===== src/ttpc_pkg.sv =====
// Shared types, codes and constants of the tracker pattern cell packer.
package ttpc_pkg;

  localparam int CHANNELS   = 32;
  localparam int CH_W       = 5;
  localparam int CH_IDX_W   = $clog2(CHANNELS);
  localparam int OP_W       = 2;
  localparam int DATA_W     = 56;
  localparam int BYTES_MAX  = 7;
  localparam int CNT_W      = 3;
  localparam int CACHE_W    = 9;
  localparam int CFG_IDX_W  = 2;
  localparam int CFG_DATA_W = 8;

  // Item kinds carried in tuser
  localparam logic [OP_W-1:0] OP_CELL    = 2'd0;
  localparam logic [OP_W-1:0] OP_END_ROW = 2'd1;
  localparam logic [OP_W-1:0] OP_PATTERN = 2'd2;
  localparam logic [OP_W-1:0] OP_RESET   = 2'd3;

  // Configuration register indexes
  localparam logic [CFG_IDX_W-1:0] REG_EMPTY_VOL_HIGH = 2'd0;
  localparam logic [CFG_IDX_W-1:0] REG_EMPTY_NOTE     = 2'd1;
  localparam logic [CFG_IDX_W-1:0] REG_NOTE_CUT       = 2'd2;
  localparam logic [CFG_IDX_W-1:0] REG_NOTE_OFF       = 2'd3;

  // Mask byte bits
  localparam logic [7:0] FLAG_NOTE    = 8'h01;
  localparam logic [7:0] FLAG_INSTR   = 8'h02;
  localparam logic [7:0] FLAG_VOLC    = 8'h04;
  localparam logic [7:0] FLAG_EFFC    = 8'h08;
  localparam logic [7:0] MODE_PLAY    = 8'h10;
  localparam logic [7:0] MODE_DEF_VOL = 8'h20;
  localparam logic [7:0] MODE_VOL_CMD = 8'h40;
  localparam logic [7:0] MODE_FX_CMD  = 8'h80;
  localparam logic [7:0] NEW_MASK_BIT = 8'h80;

  localparam logic [7:0] END_ROW_BYTE    = 8'h00;
  localparam logic [7:0] EMPTY_VOL_HIGH  = 8'hFF;
  localparam logic [7:0] EMPTY_VOL_LOW   = 8'h00;
  localparam logic [CACHE_W-1:0] NOTHING_CACHED = 9'h100;

  localparam logic [7:0] RST_EMPTY_NOTE = 8'd250;
  localparam logic [7:0] RST_NOTE_CUT   = 8'd254;
  localparam logic [7:0] RST_NOTE_OFF   = 8'd255;

  typedef struct packed {
    logic [OP_W-1:0] op;
    logic [CH_W-1:0] channel;
    logic [7:0]      note;
    logic [7:0]      instrument;
    logic [7:0]      volume;
    logic [7:0]      effect;
    logic [7:0]      effect_param;
    logic [8:0]      row_total;
  } item_t;

  typedef struct packed {
    logic       empty_volume_high;
    logic [7:0] empty_note;
    logic [7:0] note_cut_code;
    logic [7:0] note_off_code;
  } cfg_t;

  typedef logic [BYTES_MAX-1:0][7:0] burst_bytes_t;

  typedef struct packed {
    burst_bytes_t     bytes;
    logic [CNT_W-1:0] count;
  } burst_t;

endpackage


===== src/ttpc_cell_encoder.sv =====
// Per-channel caches and the encoder that turns one item into its burst of bytes.
module ttpc_cell_encoder (
  input  logic            clk,
  input  logic            rst,
  input  ttpc_pkg::item_t item,
  input  ttpc_pkg::cfg_t  cfg,
  input  logic            fire,
  output ttpc_pkg::burst_t burst
);
  import ttpc_pkg::*;

  logic [CHANNELS-1:0] valid;
  logic [CACHE_W-1:0]  mask_cache  [CHANNELS];
  logic [CACHE_W-1:0]  note_cache  [CHANNELS];
  logic [CACHE_W-1:0]  instr_cache [CHANNELS];
  logic [CACHE_W-1:0]  vol_cache   [CHANNELS];
  logic [CACHE_W-1:0]  fx_cache    [CHANNELS];
  logic [CACHE_W-1:0]  prm_cache   [CHANNELS];

  logic [CH_IDX_W-1:0] ch;
  logic                ch_ok;
  logic [CACHE_W-1:0]  mask_rd, note_rd, instr_rd, vol_rd, fx_rd, prm_rd;
  logic [CACHE_W-1:0]  note_wr, instr_wr, vol_wr, fx_wr, prm_wr;
  logic [7:0]          evol;
  logic                note_present, instr_present, vol_present, fx_present;
  logic                cell_live, cell_write, cache_clear;
  logic                send_note, send_instr, send_vol, send_fx, new_mask;
  logic [7:0]          mask_pre, mask_fin, chan_byte;

  assign ch    = item.channel[CH_IDX_W-1:0];
  assign ch_ok = {1'b0, item.channel} < (CH_W+1)'(CHANNELS);

  // An entry never written since the last clear reads as nothing cached
  assign mask_rd  = valid[ch] ? mask_cache[ch]  : NOTHING_CACHED;
  assign note_rd  = valid[ch] ? note_cache[ch]  : NOTHING_CACHED;
  assign instr_rd = valid[ch] ? instr_cache[ch] : NOTHING_CACHED;
  assign vol_rd   = valid[ch] ? vol_cache[ch]   : NOTHING_CACHED;
  assign fx_rd    = valid[ch] ? fx_cache[ch]    : NOTHING_CACHED;
  assign prm_rd   = valid[ch] ? prm_cache[ch]   : NOTHING_CACHED;

  assign evol          = cfg.empty_volume_high ? EMPTY_VOL_HIGH : EMPTY_VOL_LOW;
  assign note_present  = item.note != cfg.empty_note;
  assign instr_present = item.instrument != 8'd0;
  assign vol_present   = item.volume != evol;
  assign fx_present    = (item.effect != 8'd0) || (item.effect_param != 8'd0);
  assign cell_live     = ch_ok && (note_present || instr_present || vol_present || fx_present);

  always_comb begin
    mask_pre = 8'd0;
    if (note_present)  mask_pre = mask_pre | FLAG_NOTE | MODE_PLAY;
    if (instr_present) mask_pre = mask_pre | FLAG_INSTR | MODE_DEF_VOL;
    // Note above the empty-note code (such as cut or off): no start, no default volume
    if (item.note > cfg.empty_note) mask_pre = mask_pre & ~(MODE_PLAY | MODE_DEF_VOL);
    if (vol_present)   mask_pre = mask_pre | FLAG_VOLC | MODE_VOL_CMD;
    if (fx_present)    mask_pre = mask_pre | FLAG_EFFC | MODE_FX_CMD;
  end

  assign send_note  = note_present && ({1'b0, item.note} != note_rd);
  assign send_instr = instr_present && ({1'b0, item.instrument} != instr_rd);
  assign send_vol   = vol_present && ({1'b0, item.volume} != vol_rd);
  assign send_fx    = fx_present && !(({1'b0, item.effect} == fx_rd) &&
                                      ({1'b0, item.effect_param} == prm_rd));
  assign mask_fin   = {mask_pre[7:4], send_fx, send_vol, send_instr, send_note};
  assign new_mask   = {1'b0, mask_fin} != mask_rd;
  assign chan_byte  = 8'({3'b000, item.channel} + 8'd1) | (new_mask ? NEW_MASK_BIT : 8'h00);

  assign note_wr  = !send_note ? note_rd :
                    ((item.note == cfg.note_cut_code) || (item.note == cfg.note_off_code)) ?
                    NOTHING_CACHED : {1'b0, item.note};
  assign instr_wr = send_instr ? {1'b0, item.instrument} : instr_rd;
  assign vol_wr   = send_vol ? {1'b0, item.volume} : vol_rd;
  assign fx_wr    = send_fx ? {1'b0, item.effect} : fx_rd;
  assign prm_wr   = send_fx ? {1'b0, item.effect_param} : prm_rd;

  assign cell_write  = fire && (item.op == OP_CELL) && cell_live;
  assign cache_clear = fire && (item.op == OP_RESET);

  always_comb begin
    logic [CNT_W-1:0] pos;
    pos         = '0;
    burst.bytes = '0;
    case (item.op)
      OP_PATTERN: begin
        burst.bytes[0] = item.row_total[7:0] - 8'd1;
        pos = CNT_W'(1);
      end
      OP_END_ROW: begin
        burst.bytes[0] = END_ROW_BYTE;
        pos = CNT_W'(1);
      end
      OP_CELL: begin
        if (cell_live) begin
          burst.bytes[pos] = chan_byte;
          pos = pos + 1'b1;
          if (new_mask) begin
            burst.bytes[pos] = mask_fin;
            pos = pos + 1'b1;
          end
          if (send_note) begin
            burst.bytes[pos] = item.note;
            pos = pos + 1'b1;
          end
          if (send_instr) begin
            burst.bytes[pos] = item.instrument;
            pos = pos + 1'b1;
          end
          if (send_vol) begin
            burst.bytes[pos] = item.volume;
            pos = pos + 1'b1;
          end
          if (send_fx) begin
            burst.bytes[pos] = item.effect;
            pos = pos + 1'b1;
            burst.bytes[pos] = item.effect_param;
            pos = pos + 1'b1;
          end
        end
      end
      default: pos = '0;
    endcase
    burst.count = pos;
  end

  always_ff @(posedge clk) begin
    if (rst) begin
      valid <= '0;
    end else if (cache_clear) begin
      valid <= '0;
    end else if (cell_write) begin
      valid[ch] <= 1'b1;
    end
  end

  // Write the whole channel row so that a first write fills untouched fields too
  always_ff @(posedge clk) begin
    if (cell_write) begin
      mask_cache[ch]  <= {1'b0, mask_fin};
      note_cache[ch]  <= note_wr;
      instr_cache[ch] <= instr_wr;
      vol_cache[ch]   <= vol_wr;
      fx_cache[ch]    <= fx_wr;
      prm_cache[ch]   <= prm_wr;
    end
  end

endmodule


===== src/ttpc_byte_serializer.sv =====
// Result register that holds one burst and hands it out a word at a time.
module ttpc_byte_serializer (
  input  logic             clk,
  input  logic             rst,
  input  logic             load,
  input  ttpc_pkg::burst_t burst,
  output logic             free,
  output logic             tvalid,
  input  logic             tready,
  output logic [7:0]       tdata,
  output logic             tlast
);
  import ttpc_pkg::*;

  logic                 valid;
  logic [CNT_W-1:0]     idx;
  logic [CNT_W-1:0]     count;
  burst_bytes_t         bytes;

  assign tvalid = valid;
  assign tdata  = bytes[idx];
  assign tlast  = idx == (count - 1'b1);
  assign free   = !valid || (tready && tlast);

  always_ff @(posedge clk) begin
    if (rst) begin
      valid <= 1'b0;
    end else if (load) begin
      valid <= 1'b1;
    end else if (valid && tready && tlast) begin
      valid <= 1'b0;
    end
  end

  always_ff @(posedge clk) begin
    if (load) begin
      bytes <= burst.bytes;
      count <= burst.count;
      idx   <= '0;
    end else if (valid && tready && !tlast) begin
      idx <= idx + 1'b1;
    end
  end

endmodule


===== src/tracker_pattern_cell_packer_unit.sv =====
// Top level of the tracker pattern cell packer.
//
// Slave channel: one word per pattern item. tuser carries the item kind (cell,
// end of row, pattern start, cache reset); tdata carries the cell fields and
// the row total. Master channel: one word per packed byte, tlast high on the
// final byte that an item produces. Items that produce nothing (empty cells,
// cache resets) leave no trace on the master side.
// Configuration: cfg_we writes cfg_data into register cfg_index; write only
// while the block is idle.
// The first byte of an item passes the input register, then the result
// register, before it is presented on the master side.
// Throughput: the master side moves one byte per cycle while m_axis_tready
// is high; an item has one to seven bytes and holds the result register
// until its last byte leaves, so the rate is set by the byte count of each
// item. The slave side takes a new item every cycle while the result
// register frees in time, and while a burst is still draining the next
// item waits in the input register.
// Reset clears the cache valid bits, so there is no clearing pass; it
// resets the configuration registers, not the data registers.
// A stall on the master side holds the current byte and, once the input
// register is full, drops tready on the slave side.
module tracker_pattern_cell_packer_unit (
  input  logic                                 clk,
  input  logic                                 rst,
  input  logic                                 s_axis_tvalid,
  output logic                                 s_axis_tready,
  // channel, note, instrument, volume, effect, effect_param, row total, pad
  input  logic [ttpc_pkg::DATA_W-1:0]          s_axis_tdata,
  // op
  input  logic [ttpc_pkg::OP_W-1:0]            s_axis_tuser,
  output logic                                 m_axis_tvalid,
  input  logic                                 m_axis_tready,
  // out_byte
  output logic [7:0]                           m_axis_tdata,
  output logic                                 m_axis_tlast,
  input  logic                                 cfg_we,
  input  logic [ttpc_pkg::CFG_IDX_W-1:0]       cfg_index,
  input  logic [ttpc_pkg::CFG_DATA_W-1:0]      cfg_data
);
  import ttpc_pkg::*;

  cfg_t   cfg;
  item_t  s1_item;
  logic   s1_valid;
  logic   s1_fire;
  logic   ser_free;
  burst_t burst;

  always_ff @(posedge clk) begin
    if (rst) begin
      cfg.empty_volume_high <= 1'b0;
      cfg.empty_note        <= RST_EMPTY_NOTE;
      cfg.note_cut_code     <= RST_NOTE_CUT;
      cfg.note_off_code     <= RST_NOTE_OFF;
    end else if (cfg_we) begin
      case (cfg_index)
        REG_EMPTY_VOL_HIGH: cfg.empty_volume_high <= cfg_data[0];
        REG_EMPTY_NOTE:     cfg.empty_note        <= cfg_data;
        REG_NOTE_CUT:       cfg.note_cut_code     <= cfg_data;
        REG_NOTE_OFF:       cfg.note_off_code     <= cfg_data;
        default:            cfg.empty_note        <= cfg.empty_note;
      endcase
    end
  end

  // An item with no bytes passes through without waiting for the result register
  assign s1_fire       = s1_valid && (ser_free || (burst.count == '0));
  assign s_axis_tready = !s1_valid || s1_fire;

  always_ff @(posedge clk) begin
    if (rst) begin
      s1_valid <= 1'b0;
    end else if (s_axis_tready) begin
      s1_valid <= s_axis_tvalid;
    end
  end

  always_ff @(posedge clk) begin
    if (s_axis_tvalid && s_axis_tready) begin
      s1_item.op           <= s_axis_tuser;
      s1_item.channel      <= s_axis_tdata[4:0];
      s1_item.note         <= s_axis_tdata[12:5];
      s1_item.instrument   <= s_axis_tdata[20:13];
      s1_item.volume       <= s_axis_tdata[28:21];
      s1_item.effect       <= s_axis_tdata[36:29];
      s1_item.effect_param <= s_axis_tdata[44:37];
      s1_item.row_total    <= s_axis_tdata[53:45];
    end
  end

  ttpc_cell_encoder u_encoder (
    .clk   (clk),
    .rst   (rst),
    .item  (s1_item),
    .cfg   (cfg),
    .fire  (s1_fire),
    .burst (burst)
  );

  ttpc_byte_serializer u_serializer (
    .clk    (clk),
    .rst    (rst),
    .load   (s1_fire && (burst.count != '0)),
    .burst  (burst),
    .free   (ser_free),
    .tvalid (m_axis_tvalid),
    .tready (m_axis_tready),
    .tdata  (m_axis_tdata),
    .tlast  (m_axis_tlast)
  );

endmodule


===== config.mk =====
export PLATFORM = sky130hd
export DESIGN_NAME = tracker_pattern_cell_packer_unit
export DESIGN_NICKNAME = d
export VERILOG_FILES = /design/src/ttpc_pkg.sv /design/src/ttpc_cell_encoder.sv /design/src/ttpc_byte_serializer.sv /design/src/tracker_pattern_cell_packer_unit.sv
export SDC_FILE = /design/constraint.sdc
export NUM_CORES = 2
export LEC_CHECK = 0
export BUFFER_PORTS_ARGS = -buffer_cell sky130_fd_sc_hd__buf_4
export CAP_MARGIN = 20
export CORE_MARGIN = 10
export CORE_UTILIZATION = 50
export CTS_CLUSTER_DIAMETER = 50
export DETAILED_ROUTE_END_ITERATION = 16
export GPL_ROUTABILITY_DRIVEN = 0
export HOLD_SLACK_MARGIN = 0.1
export PLACE_DENSITY_LB_ADDON = 0.05
export SLEW_MARGIN = 10
export SYNTH_ARGS = -nofsm -noshare
export SYNTH_HDL_FRONTEND = slang
export SYNTH_SLANG_ARGS = --single-unit
export TNS_END_PERCENT = 1

===== constraint.sdc =====
create_clock -name clk -period 10.9 [get_ports clk]
set_input_delay 0.545 -clock clk [delete_from_list [all_inputs] [get_ports clk]]
set_output_delay 0.545 -clock clk [all_outputs]
set_load 0.05 [all_outputs]

==> metrics.cfg <==
[finish]
final_nets = 4650
n_antenna_cell = 0
finalInstanceArea_um2 = 88600
area_growth_pct = 15.3
fillers = 11500
drive_above_1_share = 0.223
fin_util = 0.581

[route]
drtPass1Iterations = 6
routedWlPerCell_um = 34.6
route.detailed.drc = 0
wl_mm = 233
vias_per_cell = 6.42
ant_nets = 0
num_vias = 43300
drtIter0Drc = 5094

[logic_synthesis]
synth_top_area_cell = edfxtp_1
synth_top_area_share = 0.707
async_flop_share = 0
syn_nets = 4346
syn_area_per_cell_um2 = 18.1
synthTopCellsByArea = edfxtp_1, mux4_2, mux2i_1, dfxtp_1, a22oi_1
synth_cell_type_count = 104
synth_cells = 4248
ys.flop_type = edfxtp_1
syn_area_um2 = 76900
ys_ff_latch = 1877
synth_seq_area_share = 0.725
synth_edf_count = 1810
synth.yosys.warnings = 0

[clocking]
cts_setup_buffers = 0
htree_levels = 4
clkLatencyLatePin_ns = 0.83
cts_buffers = 197
cts_tree = yes
cts.sinks = 1877
cts_buffer_depth = 3
clk_pin_slew_ns = 0.06
clock_tree.root_cell = clkbuf_16

[timing]
max_freq_mhz = 105
tightest_slew_ns = 1.19
setup_viol_count_final = 0
rsz0062_at_grt = no
slew_violations = 0
finClkSkew_ns = 0.0383
finalHoldViolations = 0
slew_headroom = 0.206
finalCritPeriodShare = 0.876
min_period_ns = 9.55
fin_tns_setup_ns = 0

[place]
dp.final_hpwl_mm = 135
io_buffers = 80
placed_cell_area_um2 = 81300

[floorplan]
ios = 84
core_region_area_um2 = 152000
initial_core_util = 0.504
fp.dieH_um = 412
die_w_um = 412
die_area_um2 = 170000
rows = 143

[pwr]
power.leakage_nw = 28.7
p_per_area_nw_per_um2 = 181
vdd_drop_max_v = 0.000147

[critical_path]
arrival_ns = 10.07
reg2reg_to = u_encoder.fx_cache[27][5]
crit_required_ns = 11.42
slowest_delay_ns = 0.84
worstRegToRegCells = 26
path_max_fanout = 34
startpoint_type = register
cp-endpoint = u_encoder.fx_cache[27][5]
crit_top_cell = buf_4
setup.worst_path.class = register to register
crit_slowest_cell = dfxtp_4
ff2ff_setup_slack_ns = 1.35
endpoint_kind = register

[global_route]
gr-total-overflow = 0
grt_start_max_net_pins = 85
grt_pass1_wl_mm = 329
track_usage = 0.273
antenna_found_initial = 6
grt_pass1_vias = 42700

[outcome]
status = finished clean

[flow_run]
drv_cap = 0

[worst_hold_path]
hold_path.class = input port to register
hp-start = s_axis_tdata[14]

## cells by family (layout without fill, tap and decap cells)
| family | count (synthesis) | after routing | synth area share |
|---|---|---|---|
| adder cells (fa/ha/maj) | 25 | 25 | 0.00417 |
| buffers and inverters | 323 | 788 | 0.0230 |
| AND/OR/NAND/NOR | 713 | 713 | 0.0442 |
| AO/OA/AOI/OAI | 587 | 587 | 0.0548 |
| multiplexers | 666 | 666 | 0.142 |
| flip-flops | 1877 | 1877 | 0.725 |
| XOR/XNOR | 57 | 57 | 0.00687 |
## registers in the layout, summed over array words and instances (netlist names), named ones only
signal and count:
cfg 25, s1_item 55, s1_valid 1, u_encoder.fx_cache 288, u_encoder.instr_cache 288, u_encoder.mask_cache 256, u_encoder.note_cache 288, u_encoder.prm_cache 288
u_encoder.valid 32, u_encoder.vol_cache 288, u_serializer.bytes 56, u_serializer.count 3, u_serializer.idx 3, u_serializer.tvalid 1
## worst max-delay path, delay by kind of cell (launching register included)
family,cells,cell delay [ns]
DFF,1,0.84
and+or+nand+nor,5,1.69
xor gates and xnor gates,2,0.53
muxes,2,0.63
AOI/OAI and AO/OA,8,2.75
adders and majority gates,2,0.87
buffers and inverters,7,1.79
## how the worst min path moves through the flow
stage,to,slack [ns],depth (start not counted)
finish,s1_item[34],0.44,2
global route,s1_item[15],0.43,2
CTS,s1_item[29],0.40,2
detailed placement,u_encoder.valid[6],0.45,1
global placement,u_encoder.valid[23],0.44,1
floorplan,u_encoder.valid[22],0.44,1
## routing by layer
metal | wire [µm] | global-route usage | up-vias
met5 | 13 | 0 | -
met4 | 7090 | 0.0812 | 2
met3 | 18600 | 0.0479 | 406
met2 | 110000 | 0.432 | 2025
met1 | 97300 | 0.388 | 22900
li1 | - | - | 17900
## power breakdown
part	internal [mW]	leakage [nW]	total (mW)	switching [mW]
Clock	3.77	3.07	6.59	2.82
Sequential	7.94	16.5	8.02	0.0769
Combinational	0.508	9.13	1.39	0.879
## Yosys cell counts, types with 35 or more instances
cell / instances
a21oi_1: 81
a22oi_1: 119
buf_2: 60
buf_6: 40
clkbuf_1: 123
dfxtp_1: 67
edfxtp_1: 1810
inv_1: 46
mux2i_1: 299
mux4_2: 329
nand2_1: 222
nand3_1: 93
nor2_1: 179
nor3_1: 40
o21a_1: 35
o21ai_0: 59
o22ai_1: 44
## cell type report
cell class,count,area [µm²],share of cell area
Clock inverter,114,1130,0.0128
Multi-Input combinational cell,2048,20000,0.226
Sequential cell,1877,55700,0.629
Tap cell,2030,2540,0.0287
Timing Repair Buffer,377,3810,0.0430
Inverter,51,196,0.00222
Clock buffer,246,5200,0.0587
## through the flow
stage | cells | hold slack (ns) | setup slack, ns | power [mW]
finish | 6743 | 0.444 | 1.35 | 16.0
global route | 6743 | 0.426 | 0.962 | 16.5
CTS | 6729 | 0.400 | 1.39 | 16.1
detailed placement | 6299 | 0.450 | 1.41 | 9.53
global placement | 6289 | 0.444 | 1.48 | 9.51
floorplan | 4248 | 0.435 | 1.41 | 9.00
## repair_timing
item / CTS / global route
setup endpoints to repair: 0 / 0
endpoints found under the hold margin: 87 / 0
hold buffers: 70 / 0
gates resized for setup: 0 / 0
## cells in the final DEF, fill, tap and decap left out, types with 15 or more instances in the layout
| cell | instances |
|---|---|
| edfxtp_1 | 1810 |
| mux4_2 | 329 |
| mux2i_1 | 299 |
| buf_4 | 233 |
| nand2_1 | 222 |
| clkbuf_16 | 201 |
| nor2_1 | 143 |
| a22oi_1 | 119 |
| nand3_1 | 93 |
| a21oi_1 | 80 |
| dlygate4sd3_1 | 70 |
| dfxtp_1 | 62 |
| buf_12 | 50 |
| o21ai_0 | 49 |
| clkinv_1 | 48 |
| inv_1 | 45 |
| clkbuf_1 | 45 |
| o22ai_1 | 43 |
| nor3_1 | 40 |
| o21a_1 | 35 |
| nor2_4 | 34 |
| xor2_1 | 32 |
| a22o_1 | 32 |
| nand4_1 | 29 |
| a211oi_1 | 27 |
| clkinv_2 | 26 |
| mux2_2 | 26 |
| ha_1 | 24 |
| nand3b_1 | 23 |
| xnor2_1 | 22 |
| buf_8 | 21 |
| a31oi_1 | 20 |
| nor2b_1 | 17 |
| a221oi_1 | 17 |
| and3_1 | 16 |
| o31ai_4 | 16 |
| bufinv_16 | 16 |
| nor4_1 | 15 |
| nand2b_1 | 15 |
| a32oi_1 | 15 |
No activity file was read; power rests on OpenSTA's default activity.
